===== src/rtl/owm_pkg.sv =====
// Shared types and constants of the one-wire bus master.
package owm_pkg;

    localparam int IN_DATA_W  = 16;
    localparam int IN_USER_W  = 3;
    localparam int OUT_DATA_W = 16;
    localparam int CFG_IDX_W  = 3;
    localparam int CFG_DATA_W = 10;

    localparam logic [2:0] FUNC_TICK     = 3'd0;
    localparam logic [2:0] FUNC_RESET    = 3'd1;
    localparam logic [2:0] FUNC_WR_BYTE  = 3'd2;
    localparam logic [2:0] FUNC_RD_BYTE  = 3'd3;
    localparam logic [2:0] FUNC_WR_BIT   = 3'd4;
    localparam logic [2:0] FUNC_RD_BIT   = 3'd5;

    localparam logic [CFG_IDX_W-1:0] CFG_RESET_LOW        = 3'd0;
    localparam logic [CFG_IDX_W-1:0] CFG_PRESENCE_WAIT    = 3'd1;
    localparam logic [CFG_IDX_W-1:0] CFG_PRESENCE_TIMEOUT = 3'd2;
    localparam logic [CFG_IDX_W-1:0] CFG_RECOVERY         = 3'd3;
    localparam logic [CFG_IDX_W-1:0] CFG_WRITE_LOW        = 3'd4;
    localparam logic [CFG_IDX_W-1:0] CFG_SLOT             = 3'd5;
    localparam logic [CFG_IDX_W-1:0] CFG_READ_LOW         = 3'd6;
    localparam logic [CFG_IDX_W-1:0] CFG_READ_SAMPLE      = 3'd7;

    typedef enum logic [2:0] {
        K_TICK,
        K_RESET,
        K_WR_BYTE,
        K_RD_BYTE,
        K_WR_BIT,
        K_RD_BIT,
        K_NOP
    } t_kind;

    typedef struct packed {
        t_kind      kind;
        logic [7:0] data;
        logic       level;
    } t_item;

    typedef struct packed {
        logic full;
        logic valid;
    } t_q_status;

    typedef struct packed {
        logic [9:0] reset_low;
        logic [7:0] presence_wait;
        logic [7:0] presence_timeout;
        logic [9:0] recovery;
        logic [3:0] write_low;
        logic [6:0] slot;
        logic [3:0] read_low;
        logic [5:0] read_sample;
    } t_cfg;

endpackage


===== src/rtl/owm_front.sv =====
// Front end: accepts input beats and classifies them into queue items.
module owm_front
    import owm_pkg::*;
(
    input  logic                 i_s_tvalid,
    output logic                 o_s_tready,
    input  logic [IN_USER_W-1:0] i_s_tuser,
    input  logic [IN_DATA_W-1:0] i_s_tdata,
    input  t_q_status            i_q_status,
    output logic                 o_push,
    output t_item                o_item
);

    assign o_s_tready = !i_q_status.full;
    assign o_push     = i_s_tvalid && !i_q_status.full;

    always_comb begin
        o_item.data  = i_s_tdata[7:0];
        o_item.level = i_s_tdata[8];
        unique case (i_s_tuser)
            FUNC_TICK:    o_item.kind = K_TICK;
            FUNC_RESET:   o_item.kind = K_RESET;
            FUNC_WR_BYTE: o_item.kind = K_WR_BYTE;
            FUNC_RD_BYTE: o_item.kind = K_RD_BYTE;
            FUNC_WR_BIT:  o_item.kind = K_WR_BIT;
            FUNC_RD_BIT:  o_item.kind = K_RD_BIT;
            default:      o_item.kind = K_NOP;
        endcase
    end

endmodule


===== src/rtl/owm_queue.sv =====
// Short item queue between the front end and the bus engine.
module owm_queue
    import owm_pkg::*;
#(
    parameter int DEPTH = 4
) (
    input  logic      i_clk,
    input  logic      i_rst_n,
    input  logic      i_push,
    input  t_item     i_item,
    input  logic      i_pop,
    output t_item     o_item,
    output t_q_status o_status
);

    localparam int PTR_W = $clog2(DEPTH);
    localparam int CNT_W = $clog2(DEPTH + 1);
    localparam logic [PTR_W-1:0] LAST_PTR = PTR_W'(DEPTH - 1);
    localparam logic [CNT_W-1:0] FULL_CNT = CNT_W'(DEPTH);

    t_item            r_mem [DEPTH];
    logic [PTR_W-1:0] r_wr, n_wr;
    logic [PTR_W-1:0] r_rd, n_rd;
    logic [CNT_W-1:0] r_count, n_count;
    logic             do_push, do_pop;

    assign o_status.full  = (r_count == FULL_CNT);
    assign o_status.valid = (r_count != '0);
    assign o_item         = r_mem[r_rd];

    assign do_push = i_push && !o_status.full;
    assign do_pop  = i_pop && o_status.valid;

    always_comb begin
        n_wr    = r_wr;
        n_rd    = r_rd;
        n_count = r_count;
        if (do_push) begin
            n_wr = (r_wr == LAST_PTR) ? '0 : r_wr + PTR_W'(1);
        end
        if (do_pop) begin
            n_rd = (r_rd == LAST_PTR) ? '0 : r_rd + PTR_W'(1);
        end
        if (do_push && !do_pop) begin
            n_count = r_count + CNT_W'(1);
        end else if (do_pop && !do_push) begin
            n_count = r_count - CNT_W'(1);
        end
    end

    always_ff @(posedge i_clk) begin
        if (do_push) begin
            r_mem[r_wr] <= i_item;
        end
    end

    always_ff @(posedge i_clk) begin
        if (!i_rst_n) begin
            r_wr    <= '0;
            r_rd    <= '0;
            r_count <= '0;
        end else begin
            r_wr    <= n_wr;
            r_rd    <= n_rd;
            r_count <= n_count;
        end
    end

endmodule


===== src/rtl/owm_back.sv =====
// Bus engine: configuration, reset/slot sequencing and the result register.
module owm_back
    import owm_pkg::*;
(
    input  logic                  i_clk,
    input  logic                  i_rst_n,
    input  logic                  i_cfg_we,
    input  logic [CFG_IDX_W-1:0]  i_cfg_idx,
    input  logic [CFG_DATA_W-1:0] i_cfg_data,
    input  t_q_status             i_q_status,
    input  t_item                 i_item,
    output logic                  o_pop,
    output logic                  o_m_tvalid,
    input  logic                  i_m_tready,
    output logic [OUT_DATA_W-1:0] o_m_tdata
);

    typedef enum logic [2:0] {
        PH_IDLE,
        PH_RST_LOW,
        PH_RST_WAIT,
        PH_POLL,
        PH_RECOVER,
        PH_WRITE,
        PH_READ_BYTE,
        PH_READ_BIT
    } t_phase;

    t_cfg        r_cfg;
    t_phase      r_phase, n_phase;
    logic [9:0]  r_tick, n_tick;
    logic [7:0]  r_timeout, n_timeout;
    logic [3:0]  r_bits, n_bits;
    logic [7:0]  r_shift, n_shift;
    logic        r_presence, n_presence;
    logic        r_drive, n_drive;
    logic        r_ovalid;
    logic [OUT_DATA_W-1:0] r_odata, n_odata;

    logic [9:0]  tc1;
    logic [6:0]  slot_e, slot_m1, lim_w, lim_r, samp_e;
    logic [9:0]  rst_low_e;
    logic [7:0]  wait_e;
    logic [3:0]  wlow_e, rlow_e;
    logic [5:0]  rsamp_e;
    logic [7:0]  poll_to;
    logic [7:0]  sh;
    logic        v_done, v_rej;
    logic [7:0]  v_rd;

    assign o_pop      = i_q_status.valid && (!r_ovalid || i_m_tready);
    assign o_m_tvalid = r_ovalid;
    assign o_m_tdata  = r_odata;

    assign slot_e    = (r_cfg.slot < 7'd2) ? 7'd2 : r_cfg.slot;
    assign slot_m1   = slot_e - 7'd1;
    assign rst_low_e = (r_cfg.reset_low == '0) ? 10'd1 : r_cfg.reset_low;
    assign wait_e    = (r_cfg.presence_wait == '0) ? 8'd1 : r_cfg.presence_wait;
    assign wlow_e    = (r_cfg.write_low == '0) ? 4'd1 : r_cfg.write_low;
    assign rlow_e    = (r_cfg.read_low == '0) ? 4'd1 : r_cfg.read_low;
    assign rsamp_e   = (r_cfg.read_sample == '0) ? 6'd1 : r_cfg.read_sample;
    assign lim_w     = (r_shift[0] && ({3'd0, wlow_e} < slot_m1)) ? {3'd0, wlow_e} : slot_m1;
    assign lim_r     = ({3'd0, rlow_e} < slot_m1) ? {3'd0, rlow_e} : slot_m1;
    assign samp_e    = ({1'b0, rsamp_e} < slot_e) ? {1'b0, rsamp_e} : slot_e;
    assign tc1       = r_tick + 10'd1;
    assign poll_to   = (r_phase == PH_RST_WAIT) ? r_cfg.presence_timeout : r_timeout;

    always_comb begin
        n_phase    = r_phase;
        n_tick     = r_tick;
        n_timeout  = r_timeout;
        n_bits     = r_bits;
        n_shift    = r_shift;
        n_presence = r_presence;
        n_drive    = r_drive;
        v_done     = 1'b0;
        v_rej      = 1'b0;
        v_rd       = '0;
        sh         = r_shift;
        if (i_item.kind != K_TICK && i_item.kind != K_NOP) begin
            if (r_phase != PH_IDLE) begin
                v_rej = 1'b1;
            end else begin
                n_tick  = '0;
                n_drive = 1'b1;
                unique case (i_item.kind)
                    K_RESET: begin
                        n_phase    = PH_RST_LOW;
                        n_presence = 1'b0;
                    end
                    K_WR_BYTE: begin
                        n_phase = PH_WRITE;
                        n_shift = i_item.data;
                        n_bits  = 4'd8;
                    end
                    K_RD_BYTE: begin
                        n_phase = PH_READ_BYTE;
                        n_shift = '0;
                        n_bits  = 4'd8;
                    end
                    K_WR_BIT: begin
                        n_phase = PH_WRITE;
                        n_shift = {7'd0, i_item.data[0]};
                        n_bits  = 4'd1;
                    end
                    K_RD_BIT: begin
                        n_phase = PH_READ_BIT;
                        n_shift = '0;
                        n_bits  = 4'd1;
                    end
                    default: begin
                    end
                endcase
            end
        end else if (i_item.kind == K_TICK && r_phase != PH_IDLE) begin
            n_tick = tc1;
            unique case (r_phase)
                PH_RST_LOW: begin
                    if (tc1 >= rst_low_e) begin
                        n_drive = 1'b0;
                        n_tick  = '0;
                        n_phase = PH_RST_WAIT;
                    end
                end
                PH_RST_WAIT, PH_POLL: begin
                    if (r_phase == PH_POLL || tc1 >= {2'd0, wait_e}) begin
                        n_tick    = '0;
                        n_phase   = PH_POLL;
                        n_timeout = poll_to;
                        if (!i_item.level) begin
                            n_presence = 1'b1;
                            if (r_cfg.recovery == '0) begin
                                n_phase = PH_IDLE;
                                n_drive = 1'b0;
                                v_done  = 1'b1;
                            end else begin
                                n_phase = PH_RECOVER;
                            end
                        end else if (poll_to == '0) begin
                            n_phase = PH_IDLE;
                            n_drive = 1'b0;
                            v_done  = 1'b1;
                        end else begin
                            n_timeout = poll_to - 8'd1;
                        end
                    end
                end
                PH_RECOVER: begin
                    if (tc1 >= r_cfg.recovery) begin
                        n_phase = PH_IDLE;
                        n_drive = 1'b0;
                        n_tick  = '0;
                        v_done  = 1'b1;
                    end
                end
                PH_WRITE: begin
                    if (tc1 >= {3'd0, slot_e}) begin
                        n_shift = r_shift >> 1;
                        n_bits  = r_bits - 4'd1;
                        n_tick  = '0;
                        if (n_bits == '0) begin
                            n_phase = PH_IDLE;
                            n_drive = 1'b0;
                            v_done  = 1'b1;
                        end else begin
                            n_drive = 1'b1;
                        end
                    end else begin
                        n_drive = (tc1 < {3'd0, lim_w});
                    end
                end
                PH_READ_BYTE, PH_READ_BIT: begin
                    if (tc1 == {3'd0, samp_e}) begin
                        sh = (r_phase == PH_READ_BYTE) ? {i_item.level, r_shift[7:1]}
                                                       : {7'd0, i_item.level};
                    end
                    n_shift = sh;
                    if (tc1 >= {3'd0, slot_e}) begin
                        n_bits = r_bits - 4'd1;
                        n_tick = '0;
                        if (n_bits == '0) begin
                            v_rd    = sh;
                            n_phase = PH_IDLE;
                            n_drive = 1'b0;
                            v_done  = 1'b1;
                        end else begin
                            n_drive = 1'b1;
                        end
                    end else begin
                        n_drive = (tc1 < {3'd0, lim_r});
                    end
                end
                default: begin
                    n_phase = PH_IDLE;
                    n_drive = 1'b0;
                    n_tick  = '0;
                end
            endcase
        end
        n_odata = {3'd0, v_rej, v_rd, n_presence, v_done, (n_phase != PH_IDLE), n_drive};
    end

    always_ff @(posedge i_clk) begin
        if (!i_rst_n) begin
            r_cfg.reset_low        <= 10'd480;
            r_cfg.presence_wait    <= 8'd60;
            r_cfg.presence_timeout <= 8'd200;
            r_cfg.recovery         <= 10'd480;
            r_cfg.write_low        <= 4'd10;
            r_cfg.slot             <= 7'd60;
            r_cfg.read_low         <= 4'd1;
            r_cfg.read_sample      <= 6'd15;
            r_phase    <= PH_IDLE;
            r_tick     <= '0;
            r_timeout  <= '0;
            r_bits     <= '0;
            r_shift    <= '0;
            r_presence <= 1'b0;
            r_drive    <= 1'b0;
            r_ovalid   <= 1'b0;
        end else begin
            if (i_cfg_we) begin
                unique case (i_cfg_idx)
                    CFG_RESET_LOW:        r_cfg.reset_low        <= i_cfg_data[9:0];
                    CFG_PRESENCE_WAIT:    r_cfg.presence_wait    <= i_cfg_data[7:0];
                    CFG_PRESENCE_TIMEOUT: r_cfg.presence_timeout <= i_cfg_data[7:0];
                    CFG_RECOVERY:         r_cfg.recovery         <= i_cfg_data[9:0];
                    CFG_WRITE_LOW:        r_cfg.write_low        <= i_cfg_data[3:0];
                    CFG_SLOT:             r_cfg.slot             <= i_cfg_data[6:0];
                    CFG_READ_LOW:         r_cfg.read_low         <= i_cfg_data[3:0];
                    CFG_READ_SAMPLE:      r_cfg.read_sample      <= i_cfg_data[5:0];
                    default: begin
                    end
                endcase
            end
            if (o_pop) begin
                r_phase    <= n_phase;
                r_tick     <= n_tick;
                r_timeout  <= n_timeout;
                r_bits     <= n_bits;
                r_shift    <= n_shift;
                r_presence <= n_presence;
                r_drive    <= n_drive;
                r_ovalid   <= 1'b1;
                r_odata    <= n_odata;
            end else if (i_m_tready) begin
                r_ovalid <= 1'b0;
            end
        end
    end

endmodule


===== src/rtl/one_wire_bus_master.sv =====
// Top level of the one-wire bus master: front end, item queue and bus engine.
//
//  channel  | direction | handshake              | payload
//  ---------+-----------+------------------------+---------------------------------------
//  s        | in        | i_s_tvalid/o_s_tready  | tuser func, tdata data, bus_level
//  m        | out       | o_m_tvalid/i_m_tready  | tdata drive_low..rejected
//  cfg      | in        | i_cfg_we               | i_cfg_idx, i_cfg_data
//
// One item per clock sustained while the m side takes results; each input beat yields one
// result beat: the queue writes the item, then the bus engine updates and loads the result register.
// The bus engine handles each beat as it pops it; its phase and tick counter set the pace.
// Synchronous active-low reset empties the queue and restores the register defaults.
// A stalled m side fills the QUEUE_DEPTH-entry queue, after which o_s_tready drops.
module one_wire_bus_master
    import owm_pkg::*;
#(
    parameter int QUEUE_DEPTH = 4
) (
    input  logic                  i_clk,
    input  logic                  i_rst_n,
    input  logic                  i_s_tvalid,
    output logic                  o_s_tready,
    input  logic [IN_USER_W-1:0]  i_s_tuser,  // [2:0] func
    input  logic [IN_DATA_W-1:0]  i_s_tdata,  // [7:0] data, [8] bus_level
    output logic                  o_m_tvalid,
    input  logic                  i_m_tready,
    // [0] drive_low, [1] busy_res, [2] done_res, [3] presence, [11:4] read_data, [12] rejected
    output logic [OUT_DATA_W-1:0] o_m_tdata,
    input  logic                  i_cfg_we,
    input  logic [CFG_IDX_W-1:0]  i_cfg_idx,
    input  logic [CFG_DATA_W-1:0] i_cfg_data
);

    t_q_status q_status;
    t_item     push_item;
    t_item     pop_item;
    logic      push;
    logic      pop;

    owm_front u_front (
        .i_s_tvalid (i_s_tvalid),
        .o_s_tready (o_s_tready),
        .i_s_tuser  (i_s_tuser),
        .i_s_tdata  (i_s_tdata),
        .i_q_status (q_status),
        .o_push     (push),
        .o_item     (push_item)
    );

    owm_queue #(
        .DEPTH (QUEUE_DEPTH)
    ) u_queue (
        .i_clk    (i_clk),
        .i_rst_n  (i_rst_n),
        .i_push   (push),
        .i_item   (push_item),
        .i_pop    (pop),
        .o_item   (pop_item),
        .o_status (q_status)
    );

    owm_back u_back (
        .i_clk      (i_clk),
        .i_rst_n    (i_rst_n),
        .i_cfg_we   (i_cfg_we),
        .i_cfg_idx  (i_cfg_idx),
        .i_cfg_data (i_cfg_data),
        .i_q_status (q_status),
        .i_item     (pop_item),
        .o_pop      (pop),
        .o_m_tvalid (o_m_tvalid),
        .i_m_tready (i_m_tready),
        .o_m_tdata  (o_m_tdata)
    );

endmodule


===== config.mk =====
export PLATFORM = sky130hd
export DESIGN_NAME = one_wire_bus_master
export DESIGN_NICKNAME = d
export VERILOG_FILES = /design/src/rtl/owm_pkg.sv /design/src/rtl/owm_front.sv /design/src/rtl/owm_queue.sv /design/src/rtl/owm_back.sv /design/src/rtl/one_wire_bus_master.sv
export SDC_FILE = /design/constraint.sdc
export NUM_CORES = 1
export LEC_CHECK = 0
export ABC_AREA = 0
export BUFFER_PORTS_ARGS = -buffer_cell sky130_fd_sc_hd__buf_2
export CAP_MARGIN = 20
export CORE_MARGIN = 2
export CORE_UTILIZATION = 60
export CTS_BUF_LIST = sky130_fd_sc_hd__clkbuf_8
export CTS_CLUSTER_DIAMETER = 30
export DETAILED_ROUTE_END_ITERATION = 12
export GPL_TIMING_DRIVEN = 1
export PLACE_DENSITY = 0.86
export SLEW_MARGIN = 15
export SYNTH_ARGS = -nofsm -noshare
export SYNTH_HDL_FRONTEND = slang
export SYNTH_SLANG_ARGS = --single-unit

===== constraint.sdc =====
create_clock -name i_clk -period 10.35 [get_ports i_clk]
set_input_delay 1.5525 -clock i_clk [delete_from_list [all_inputs] [get_ports i_clk]]
set_output_delay 1.5525 -clock i_clk [all_outputs]
set_load 0.02 [all_outputs]

Word level (Yosys, flattened, before mapping)
Memories as Yosys holds them, arrays and structs flattened. A register that Yosys moved wholly into a read port is not among the register bits.
Index checks and enable logic that the tools add are counted.
Word-level totals
  register bits: 113
  bits in writable memories: 48
  memories: 1
  output and inout bits: 18
Memories
  u_queue.r_mem: depth 4, width 12, rd ports 1, clocked after memory_dff 1, wr ports 1, line owm_queue.sv:21  | t_item r_mem [DEPTH];
Cells by class
  bitwise logic cells: 5
  muxes and demuxes: 87
  magnitude comparators: 10
  equal/unequal tests: 33
  reductions and logical operators: 58
  add/subtract/negate cells: 8
Operators by type and width (count)
  10-bit two-way mux: 8
  8-bit two-way mux: 10
  10-bit case mux with 4 select lines: 1
  3-bit equality test (second input constant): 13
  3-bit two-way mux: 12
  1-bit two-way mux: 31
  4-bit two-way mux: 7
  7-bit two-way mux: 4
  3-bit by 2-bit equality test with 1-bit output (second input constant): 8
  3-bit case mux with 4 select lines: 2
  8-bit case mux with 3 select lines: 1
  10-bit >= comparator: 2
  10-bit zero test: 2
  10-bit by 7-bit < comparator with 1-bit output: 2
  3-bit case mux with 6 select lines: 1
  2-bit AND reduction: 9
  8-bit zero test: 2
  8-bit case mux with 2 select lines: 1
  3-bit nonzero test: 5
  4-bit by 7-bit < comparator with 1-bit output: 2
  2-bit OR reduction: 7
  3-bit by 1-bit equality test with 1-bit output (second input constant): 4
  4-bit zero test: 3
  6-bit AND reduction: 2
  33 further kinds: 62

Logic depth before layout (Yosys ltp)
  depth after elaboration: 11
  gate-level depth with buffers: 22

Modules after synthesis
From an unflattened synthesis, not the netlist that was laid out.
Unflattened totals
  cells, all modules: 1040
  area, all modules: 9599.2 sq um
Modules (own cells, without submodules)
  owm_back: cells an instance 913, times used 1, area each 7277.0 sq um
  owm_queue: cells an instance 113, times used 1, area each 2229.6 sq um
  owm_front: cells an instance 14, times used 1, area each 92.6 sq um

Worst setup path after synthesis
No wires, ideal clock.
  path kind: reg2reg
  from: reg u_back.r_cfg[12] (netlist name)
  to: reg u_back.r_odata[0], in the netlist u_back.o_m_tdata[0], data pin
  cell stages (with the launch flop): 22
  arrival time: 3961 ps
  setup time: 129 ps
  setup slack: 6260 ps
  clock period less this slack: 4090 ps
  path buffers: 1
  path through: dfxtp_1 > buf_6 > nor3_1 > a21o_1 > nor2_1 > xnor2_1 > inv_1 > ha_1 > nor2_1 > a311o_1 > maj3_1 > or2_2 > mux2i_1 > ha_1 > a21o_1 > a21o_1 > a21oi_1 > nor2_1 > a2111oi_0 > o311ai_0 > nand3_1 > o21a_1
Between the ends
  longest elaborated chain between the ends: 11
Ends and longest elaborated chain
  start: declaration: line owm_back.sv:29  | t_cfg r_cfg;
  7-bit by 2-bit < comparator with 1-bit output: line owm_back.sv:55  | assign slot_e = (r_cfg.slot < 7'd2) ? 7'd2 : r_cfg.slot;
  7-bit two-way mux (*): line owm_back.sv:55
  7-bit by 1-bit subtractor with 7-bit output: line owm_back.sv:56  | assign slot_m1 = slot_e - 7'd1;
  4-bit by 7-bit < comparator with 1-bit output: line owm_back.sv:62  | assign lim_w = (r_shift[0] && ({3'd0, wlow_e} < slot_m1)) ? {3'd0, wlow_e} : slot_m1;
  1-bit logical AND: line owm_back.sv:62
  7-bit two-way mux: line owm_back.sv:62
  10-bit by 7-bit < comparator with 1-bit output: line owm_back.sv:169  | n_drive = (tc1 < {3'd0, lim_w});
  1-bit two-way mux: line owm_back.sv:157  | if (tc1 >= {3'd0, slot_e}) begin
  1-bit case mux with 5 select lines (*): line owm_back.sv:117  | unique case (r_phase)
  1-bit two-way mux (*): line owm_back.sv:115  | end else if (i_item.kind == K_TICK && r_phase != PH_IDLE) begin
  1-bit two-way mux (*): line owm_back.sv:80  | if (i_item.kind != K_TICK && i_item.kind != K_NOP) begin
  net u_back.n_drive: line owm_back.sv:36  | logic r_drive, n_drive;
  end signal: assignment: line owm_back.sv:245  | r_odata <= n_odata;
  end: declaration: line owm_back.sv:38  | logic [OUT_DATA_W-1:0] r_odata, n_odata;
Mark *: on every way through the listed nets, which the timed path passes. The rest lies on a longest branch.
A chain may end at the register's enable or synchronous reset.

Final worst setup path
Ends and elaborated chain as after synthesis.

==> results.toml <==
[pwr]
power_w = 0.001890
powerDensity_nw_per_um2 = 190.3
leakagePower_nw = 4.165
vdd_drop_max_mv = 0.1612

[layout]
n_fill_cell = 1162
diodes = 0
syn2layout_area_growth_pct = 7.866
drive_gt1_share_pct = 11.20
nets = 1135
multi_input_area_um2 = 4896
seq_area_um2 = 3874

[detailed_routing]
via_per_inst = 6.112
wl_um = 21340
first_iter_violations = 781
antenna_left = 0
drc_errors = 0
drt-pass1-iter-count = 7
vias = 7536
wire_per_inst_um = 17.30

[floorplanning]
start_util_pct = 61.04
io_pins = 55
coreArea_um2 = 15090
fp.dieW_um = 127.9
die_h_um = 127.9
dieArea_um2 = 16360
rows = 45

[timing]
fmax_mhz = 212.3
rsz0062_at_grt = "no"
timing.final.crit_share_pct = 45.51
layout_min_cycle_time_ns = 4.711
setup_viol = 0
fin_skew_ns = 0.01368
holdWs_ns = 0.4700
worst_slew_pin_slew_ns = 1.032
worst_slew_margin_rel_pct = 30.96
finalHoldViolCount = 0
tns_ns = 0
slew_violations = 0

[global_routing]
grt_use_total_pct = 27.08
grt_pass1_vias = 6993
grt-ovfl-total = 0
grt_pass1_wl_um = 34740
grt_max_degree = 55
antenna_found_initial = 0

[clock_tree]
cts-hold-fix-buffers = 0
ctsResizeCount = 0
htreeDepth = 4
path_clk_slew_ns = 0.09
clock_path_buffers = 2
insertion_delay_ns = 0.48
numCtsBuffers = 17
numClockSinks = 163
clock-root-buffer = "clkbuf_8"
cts_setup_buffers = 0
cts_tree = "yes"

[critical_path]
worstSetupStartpointType = "flip-flop"
worst_ep_required_time_ns = 10.69
r2r_end = "u_back.o_m_tdata[0]"
end_kind = "flip-flop"
r2r_start = "u_back.r_cfg[12]"
r2r_cells = 20
crit_fanout = 9
r2r_slack_ns = 5.64
worstSetupPathType = "reg2reg"
critPathArrivalTime_ns = 5.05

[logic_synthesis]
synthDominantCellAreaShare_pct = 22.17
synth_common_cells = "146 x nand2_1, 102 x dfxtp_1, 82 x nor2_1"
synth_seq_cells = 163
synth_area_leaders = "dfxtp_1 22%, edfxtp_1 20%, ha_1 8.8%, nand2_1 6.0%, mux2i_1 4.2%"
ys_warn_count = 0
synth_cell_types = 74
synth_flop_cell = "dfxtp_1"
synthCells = 1007
synth.cell_area_um2 = 9210
synth_edf_count = 61
yosysTopAreaCell = "dfxtp_1"
async_flop_share_pct = 0
ys_seq_area_share_pct = 42.06
syn_area_per_cell_um2 = 9.146
yosysMostFrequentCell = "nand2_1"

[hold_path]
hold_start = "u_back.r_timeout[0]"
min_delay_path_depth = 2
hp-class = "reg2reg"
hold_path_end = "u_back.r_timeout[0]"

[run_status]
status = "finished clean"

[placement]
dp_hpwl_um = 15340
io_buffers = 44
gp_congestion = 0.8747

[run]
maxCapViolCount = 0
[power by group]
part | total [W] | internal [W] | switching (W)
Clock | 0.000476 | 0.000206 | 0.000270
Combinational | 0.000604 | 0.000231 | 0.000373
Sequential | 0.000811 | 0.000740 | 0.0000701
[critical path, cell delays in order (launching register included)]
cell and delay (ns):
dfxtp_1 0.42, nor3_1 0.29, a21o_1 0.21, nor2_1 0.08
xnor2_1 0.29, inv_1 0.13, ha_1 0.29, nor2_1 0.03
a311o_1 0.32, maj3_1 0.36, or2_2 0.33, mux2i_1 0.13
ha_1 0.30, a21o_1 0.18, a21o_1 0.17, a21oi_1 0.14
nor2_1 0.06, a2111oi_0 0.28, o311ai_0 0.23, nand3_1 0.16
o21a_1 0.16
[flip-flops by register name, summed over array words and instances, names as in the netlist, named ones only]
register / cells
u_back.r_tick: 10
u_back.r_drive: 1
u_back.r_phase: 3
u_queue.r_count: 3
u_back.o_m_tdata: 13
u_queue.r_rd: 2
u_back.r_bits: 4
u_back.r_presence: 1
u_back.r_cfg: 57
u_queue.r_mem: 48
u_back.o_m_tvalid: 1
u_queue.r_wr: 2
u_back.r_shift: 8
u_back.r_timeout: 8
[logic make-up (layout without fill, tap and decap cells)]
logic type                 Yosys count  count (layout)  synth area share, %
other                                2               6              0.08154
xor gates and xnor gates            21              21                1.997
buffers and inverters              114             148                4.945
muxes                               52              52                7.295
adders and majority gates           67              67                9.156
AOI/OAI and AO/OA                  238             238                17.16
DFF                                163             163                42.06
and+or+nand+nor                    350             350                17.31
[cell type report]
type                            instances  share of cell area (%)
Tap cell                              188                   2.368
Clock inverter                         15                   1.763
Clock buffer                           17                   2.355
Inverter                               64                   2.418
Multi-Input combinational cell        734                   49.28
Timing Repair Buffer                   52                   2.821
Sequential cell                       163                   38.99
[worst max-delay path by stage]
stage,startpoint,cells past startpoint,to
2_1_floorplan,u_back.r_cfg[12],21,u_back.o_m_tdata[0]
3_3_place_gp,i_m_tready,9,u_back.r_timeout[1]
3_5_place_dp,i_m_tready,9,u_back.r_timeout[1]
4_1_cts,u_back.r_cfg[12],20,u_back.o_m_tdata[0]
5_1_grt,u_back.r_cfg[12],20,u_back.o_m_tdata[0]
6_report,u_back.r_cfg[12],20,u_back.o_m_tdata[0]
[through the flow]
stage,util (%),cell area (µm²),setup WS (ns),instances
detailed placement,63.08,9518,5.586,1200
global route,65.84,9935,5.220,1233
finish,65.84,9935,5.639,1233
floorplan,-,9225,6.260,1011
global placement,63.08,9518,5.678,1200
CTS,65.79,9927,5.696,1232
[layout by cell type, fill, tap and decap left out, types with 39 or more instances in the layout]
cell,count
nand2_1,146
ha_1,65
inv_1,61
a21oi_1,71
o21ai_0,43
edfxtp_1,61
dfxtp_1,102
mux2i_1,39
nor2_1,82
buf_2,44
[layer usage]
layer  up-vias  routed length, µm  track usage (%)
met5         -                  0                0
met4         0                637            11.76
met3        51               1333            5.509
met2       274              10160            44.61
met1      3537               9205            34.78
li1       3674                  -                -
(Power assumes the default switching activity.)
